[src/rtl/assert_macros.svh]
// Assertion helpers shared by the RTL; empty when building for synthesis.
`ifndef ASSERT_MACROS_SVH
`define ASSERT_MACROS_SVH
`ifndef SYNTHESIS
// Check prop on every rising clock edge outside reset.
`define IDWL_ASSERT(label, clk, rst_n, prop, msg) \
  label: assert property (@(posedge clk) disable iff (!(rst_n)) (prop)) else $error(msg);
// Check that expr is never true outside reset.
`define IDWL_ASSERT_NEVER(label, clk, rst_n, expr, msg) \
  label: assert property (@(posedge clk) disable iff (!(rst_n)) !(expr)) else $error(msg);
`else
`define IDWL_ASSERT(label, clk, rst_n, prop, msg)
`define IDWL_ASSERT_NEVER(label, clk, rst_n, expr, msg)
`endif
`endif

[src/rtl/idwl_pkg.sv]
`default_nettype none
package idwl_pkg;

  localparam int unsigned ID_W          = 32;
  localparam int unsigned ENTRY_COUNT_W = 9;
  localparam logic [ID_W-1:0] LAST_ID_RESET = 32'h0000_FFFF;
  localparam logic [ID_W-1:0] ID_ZERO       = 32'h0000_0000;

  typedef struct packed {
    logic [ID_W-1:0] card_id;
    logic            enroll_mode;
  } in_t;

  typedef struct packed {
    logic                     granted;
    logic                     enrolled;
    logic                     table_full;
    logic [ENTRY_COUNT_W-1:0] entry_count;
  } out_t;

  typedef enum logic [1:0] {
    ST_IDLE,
    ST_SCAN,
    ST_WAIT,
    ST_DECIDE
  } state_e;

  // Controller to datapath
  typedef struct packed {
    logic start;   // latch the input beat, restart the scan
    logic rd_en;   // read the entry at the scan index, advance it
    logic commit;  // decide, append if due, load the output register
  } dp_cmd_t;

  // Datapath to controller
  typedef struct packed {
    logic count_zero;  // table empty
    logic last_idx;    // scan index points at the last stored entry
    logic out_free;    // output register empty or being taken
  } dp_sts_t;

endpackage
`default_nettype wire

[src/rtl/idwl_ctrl.sv]
`default_nettype none
module idwl_ctrl (
  input  wire logic             clk_i,
  input  wire logic             rst_ni,
  input  wire logic             in_valid_i,
  output logic                  in_ready_o,
  input  wire idwl_pkg::dp_sts_t sts_i,
  output idwl_pkg::dp_cmd_t     cmd_o
);

  idwl_pkg::state_e state_q, state_d;

  always_ff @(posedge clk_i or negedge rst_ni) begin
    if (!rst_ni) begin
      state_q <= idwl_pkg::ST_IDLE;
    end else begin
      state_q <= state_d;
    end
  end

  always_comb begin
    state_d      = state_q;
    in_ready_o   = 1'b0;
    cmd_o        = '0;
    case (state_q)
      idwl_pkg::ST_IDLE: begin
        in_ready_o = 1'b1;
        if (in_valid_i) begin
          cmd_o.start = 1'b1;
          state_d     = sts_i.count_zero ? idwl_pkg::ST_DECIDE : idwl_pkg::ST_SCAN;
        end
      end
      idwl_pkg::ST_SCAN: begin
        cmd_o.rd_en = 1'b1;
        if (sts_i.last_idx) begin
          state_d = idwl_pkg::ST_WAIT;
        end
      end
      idwl_pkg::ST_WAIT: begin
        // last read data is compared in this cycle
        state_d = idwl_pkg::ST_DECIDE;
      end
      idwl_pkg::ST_DECIDE: begin
        if (sts_i.out_free) begin
          cmd_o.commit = 1'b1;
          state_d      = idwl_pkg::ST_IDLE;
        end
      end
      default: begin
        state_d = idwl_pkg::ST_IDLE;
      end
    endcase
  end

endmodule
`default_nettype wire

[config.mk]
export PLATFORM = sky130hd
export DESIGN_NAME = idwl_ctrl
export DESIGN_NICKNAME = d
export VERILOG_FILES = /design/src/rtl/assert_macros.svh /design/src/rtl/idwl_pkg.sv /design/src/rtl/idwl_ctrl.sv
export SDC_FILE = /design/constraint.sdc
export NUM_CORES = 1
export LEC_CHECK = 0
export BUFFER_PORTS_ARGS = -buffer_cell sky130_fd_sc_hd__clkbuf_2
export CAP_MARGIN = 20
export CORE_AREA = 2 2 39 41
export DETAILED_ROUTE_END_ITERATION = 10
export DIE_AREA = 0 0 41 43
export PLACE_DENSITY = 0.3
export SLEW_MARGIN = 20
export SYNTH_ARGS = -nofsm -noshare
export SYNTH_HDL_FRONTEND = slang
export SYNTH_SLANG_ARGS = --single-unit
[constraint.sdc]
create_clock -name clk_i -period 1.92 [get_ports clk_i]
set_clock_uncertainty 0.2 [all_clocks]
set_input_delay 0.192 -clock clk_i [delete_from_list [all_inputs] [get_ports clk_i]]
set_output_delay 0.192 -clock clk_i [all_outputs]
set_load 0.005 [all_outputs]
Yosys cells after proc, flatten, opt, wreduce, memory -nomap -nowiden
Index checks and enable logic that the tools add are counted.

operators by class
  equal/unequal tests = 6
  muxes and demuxes = 11
  reduce and logical (&&, ||, !) cells = 2

operators by type and width
  cell                  number
  $mux W2               4
  $pmux W2 S4           1
  $mux W1               6
  $ne A2 B2 Y1 const B  3
  $eq A2 B2 Y1 const B  2
  $reduce_and A3 Y1     1
  $eq A2 B1 Y1 const B  1
  $logic_not A2 Y1      1

storage, ports and cells
  bits in registers = 2
  input bits = 6
  output and inout port bits = 4
  logic and storage cells = 20

Logic depth before layout (Yosys ltp)
  depth in word-level cells = 3
  depth in mapped cells = 4
  depth with buffers taken out = 4

Worst setup path after synthesis
No wires, ideal clock.

  kind = flip-flop to flip-flop
  from = register state_q[0]
  to = register state_q[0]
  setup time = 0.079 ns
  arrival = 1.352 ns
  data required time = 1.641 ns
  slack = 0.288 ns
  cell stages (with the launch flop) = 5
  buffers on the path = 0
  cell sequence = dfrtp_1 -> inv_1 -> ha_1 -> a222oi_1 -> mux2i_1

on the way
  word-level cells in the longest chain between the ends = 3
  elaborated cells between the ends (all ways) = 9
  those cells by class = eq/ne: 6; mux: 1; reduce/logical: 2

RTL lines
  what                                  line             text
  start, declared                       idwl_ctrl.sv:11  idwl_pkg::state_e state_q, state_d;
  start signal, assigned                idwl_ctrl.sv:15  state_q <= idwl_pkg::ST_IDLE;
  start signal, assigned                idwl_ctrl.sv:17  state_q <= state_d;
  $eq A2 B1 Y1 (tied with other cells)  idwl_ctrl.sv:25  case (state_q)
  $ne A2 B2 Y1 (no source line)         --
  $reduce_and A3 Y1 (no source line)    --

Several ways; a longest one is shown, not always the timed one.
A chain may end at the register's enable or synchronous reset.

==> results.tsv <==
stage	metric	value	unit
status	outcome	complete, no violations	
clock_network	cts_tree	done	
setup_path	cp.arrival	1.29	ns
finish	diodes	0	
finish	largest_reg_flops	2	
synth	ys_warn_count	0	
finish	fin_cells	48	
detailed_routing	ant_nets	0	
global_routing	grt_pass1_wl	627	microns
power	ir_drop	0.505	mV
power	powerDensity	1430	mW/mm^2
finish	area_growth	59.2	%
floorplanning	num_io_pins	10	
detailed_routing	dr_total_vias	170	
worst_hold_path	hp-class	in2async	
setup_path	slowest_stage	dfrtp_1	
floorplanning	core_area	0.00138	sq mm
detailed_routing	drt_iter0_drc	4	
setup_path	cp_num_buf_inv	3	
global_routing	overflow	0	
setup_path	crit_path_max_fanout	4	
clock_network	cts_num_sinks	2	
floorplanning	fp-row-count	14	
clock_network	clk-insertion-delay-late	0.22	ns
power	finalPower	0.404	mW
detailed_routing	firstDrtPassIters	4	
floorplanning	start_util	12.8	%
flow_run	maxCapViolCount	0	
placed_design	io_buffers	9	
setup_path	cp-end-kind	output port	
timing	setup_tns	0	ns
timing	fin_crit_sh	87.4	%
timing	rsz0062_at_grt	no	
clock_network	h-tree-depth	1	
setup_path	crit_family	flip-flops	
clock_network	clk_path_buf_depth	2	
placed_design	dp_hpwl	290	microns
setup_path	crit_chain	inv_1, ha_1, buf_4, and2_2, clkbuf_2	
timing	period_needed	1.68	ns
global_routing	grt_pass1_vias	165	
synth	post_synth_instance_area	178	sq um
setup_path	cp_data_required_time	1.53	ns
power	p_leak	0.166	nW
finish	top_regs	state_q x2	
setup_path	reg2reg_from	state_q[0]	
setup_path	start_kind	register	
detailed_routing	viasPerCell	3.54	
synth	yosysUniqueCellTypes	9	
setup_path	timing.setup.critical_path_class	reg2out	
synth	ys_seq_area_share	28.2	%
synth	synth_seq_cells	2	
clock_network	path_clk_slew	0.03	ns
clock_network	cts_buffers	3	
synth	synth_area_per_cell	9.87	sq um
finish	nets	44	
finish	drive_above_1_share	46.9	%
detailed_routing	drt-total-wl	357	microns
global_routing	grt_antenna_before_repair	0	
setup_path	crit_path_start	state_q[0]	
global_routing	grtUsageTotal	6.12	%
synth	syn_inst	18	
detailed_routing	drt-wirelength-per-cell	7.44	microns
clock_network	postCtsSetupBuffers	0	
synth	synth_fp_nets	28	
floorplanning	die_h	43	microns
finish	fin_util	20.4	%
floorplanning	chipWidth	41	microns
finish	top_register	state_q	
timing	worstMarginPinSlew	0.503	ns
timing	finalHoldViolCount	0	
placed_design	routabilityCongestion	0.606	
floorplanning	dieArea	0.00176	sq mm
placed_design	dp.cells	44	
timing	slew_violations	0	
timing	max_freq	0.596	GHz
setup_path	crit_path_max_incr_delay	0.36	ns
global_routing	grt_max_degree	5	
clock_network	clockRootBuffer	clkbuf_4	
timing	relSlewSlack	66.4	%
timing	setup_viol	0	
detailed_routing	drcViolationCount	0	
## layout make-up
type | instances | area, sq um
timing repair buffer | 11 | 62.6
fill | 162 | 1100
tap | 16 | 20.0
multi-input combinational | 11 | 108
clock buffer | 3 | 22.5
sequential | 2 | 50.0
inverter | 5 | 20.0
## metrics by stage
step                instance area (sq um)  hold slack [ns]  worst slack (ns)
finish                                283           0.0853             0.242
detailed placement                    250           -0.219             0.236
global placement                      250           -0.220             0.205
floorplan                             178           -0.304             0.288
CTS                                   283           0.0730             0.225
global route                          283           0.0861             0.109
## placed cells by master, fill, tap and decap left out
| cell | n |
|---|---|
| and2_1 | 1 |
| buf_4 | 1 |
| mux2i_1 | 3 |
| nor2_1 | 1 |
| inv_1 | 4 |
| a222oi_1 | 1 |
| clkbuf_4 | 3 |
| ha_1 | 4 |
| and2_2 | 1 |
| clkbuf_2 | 9 |
| dlygate4sd3_1 | 1 |
| clkinvlp_2 | 1 |
| dfrtp_1 | 2 |
## path summary, 6_finish.rpt
path | endpoint | slack, ns | cells after the start
worst max-delay path | cmd_o[2] | 0.24 | 5
worst min-delay path | state_q[0] | 0.09 | 2
worst max register to register | state_q[1] | 0.25 | 4
worst min register to register | state_q[1] | 0.42 | 2
max in group asynchronous | state_q[1] | 1.34 | 2
min in group clk_i | state_q[1] | 0.09 | 3
## Yosys cell counts
library cell,count,area (sq um)
ha_1,4,50.1
inv_1,4,15.0
mux2i_1,3,30.0
dfrtp_1,2,50.1
a222oi_1,1,10.0
and2_1,1,6.26
and2_2,1,7.51
clkinvlp_2,1,5.00
nor2_1,1,3.75
## worst register-to-register path, stage by stage, from the launching register on
cell and delay, ns:
dfrtp_1 0.36, inv_1 0.08, ha_1 0.21, a222oi_1 0.48, mux2i_1 0.25
## per-layer routing
metal	routed length (microns)	GRT usage, %	part of all wire [%]	vias up
met5	0	0	0	-
met4	0	8.00	0	0
met3	48	4.71	13	0
met2	143	7.19	40	9
met1	165	5.47	46	73
li1	-	-	-	88
## repair_timing
action | 4_1_cts | 5_1_grt
gates resized for setup | 0 | 0
hold endpoints to repair | 2 | 0
hold buffers | 1 | 0
## report_power, final
group | switching, mW | internal (mW) | leakage [nW] | total (mW)
logic | 0.106 | 0.118 | 0.129 | 0.224
registers | 0.0180 | 0.0671 | 0.0235 | 0.0851
clock network | 0.0249 | 0.0691 | 0.0138 | 0.0940
total | 0.149 | 0.254 | 0.166 | 0.404
## cell families after synthesis
logic type / count (synthesis) / synth area share (%)
buf+inv: 5 / 11.3
fa+ha+maj: 4 / 28.2
mux: 3 / 16.9
simple gates: 3 / 9.86
flops: 2 / 28.2
compound gates: 1 / 5.63
Note: power is estimated with default switching activity, not from simulation.
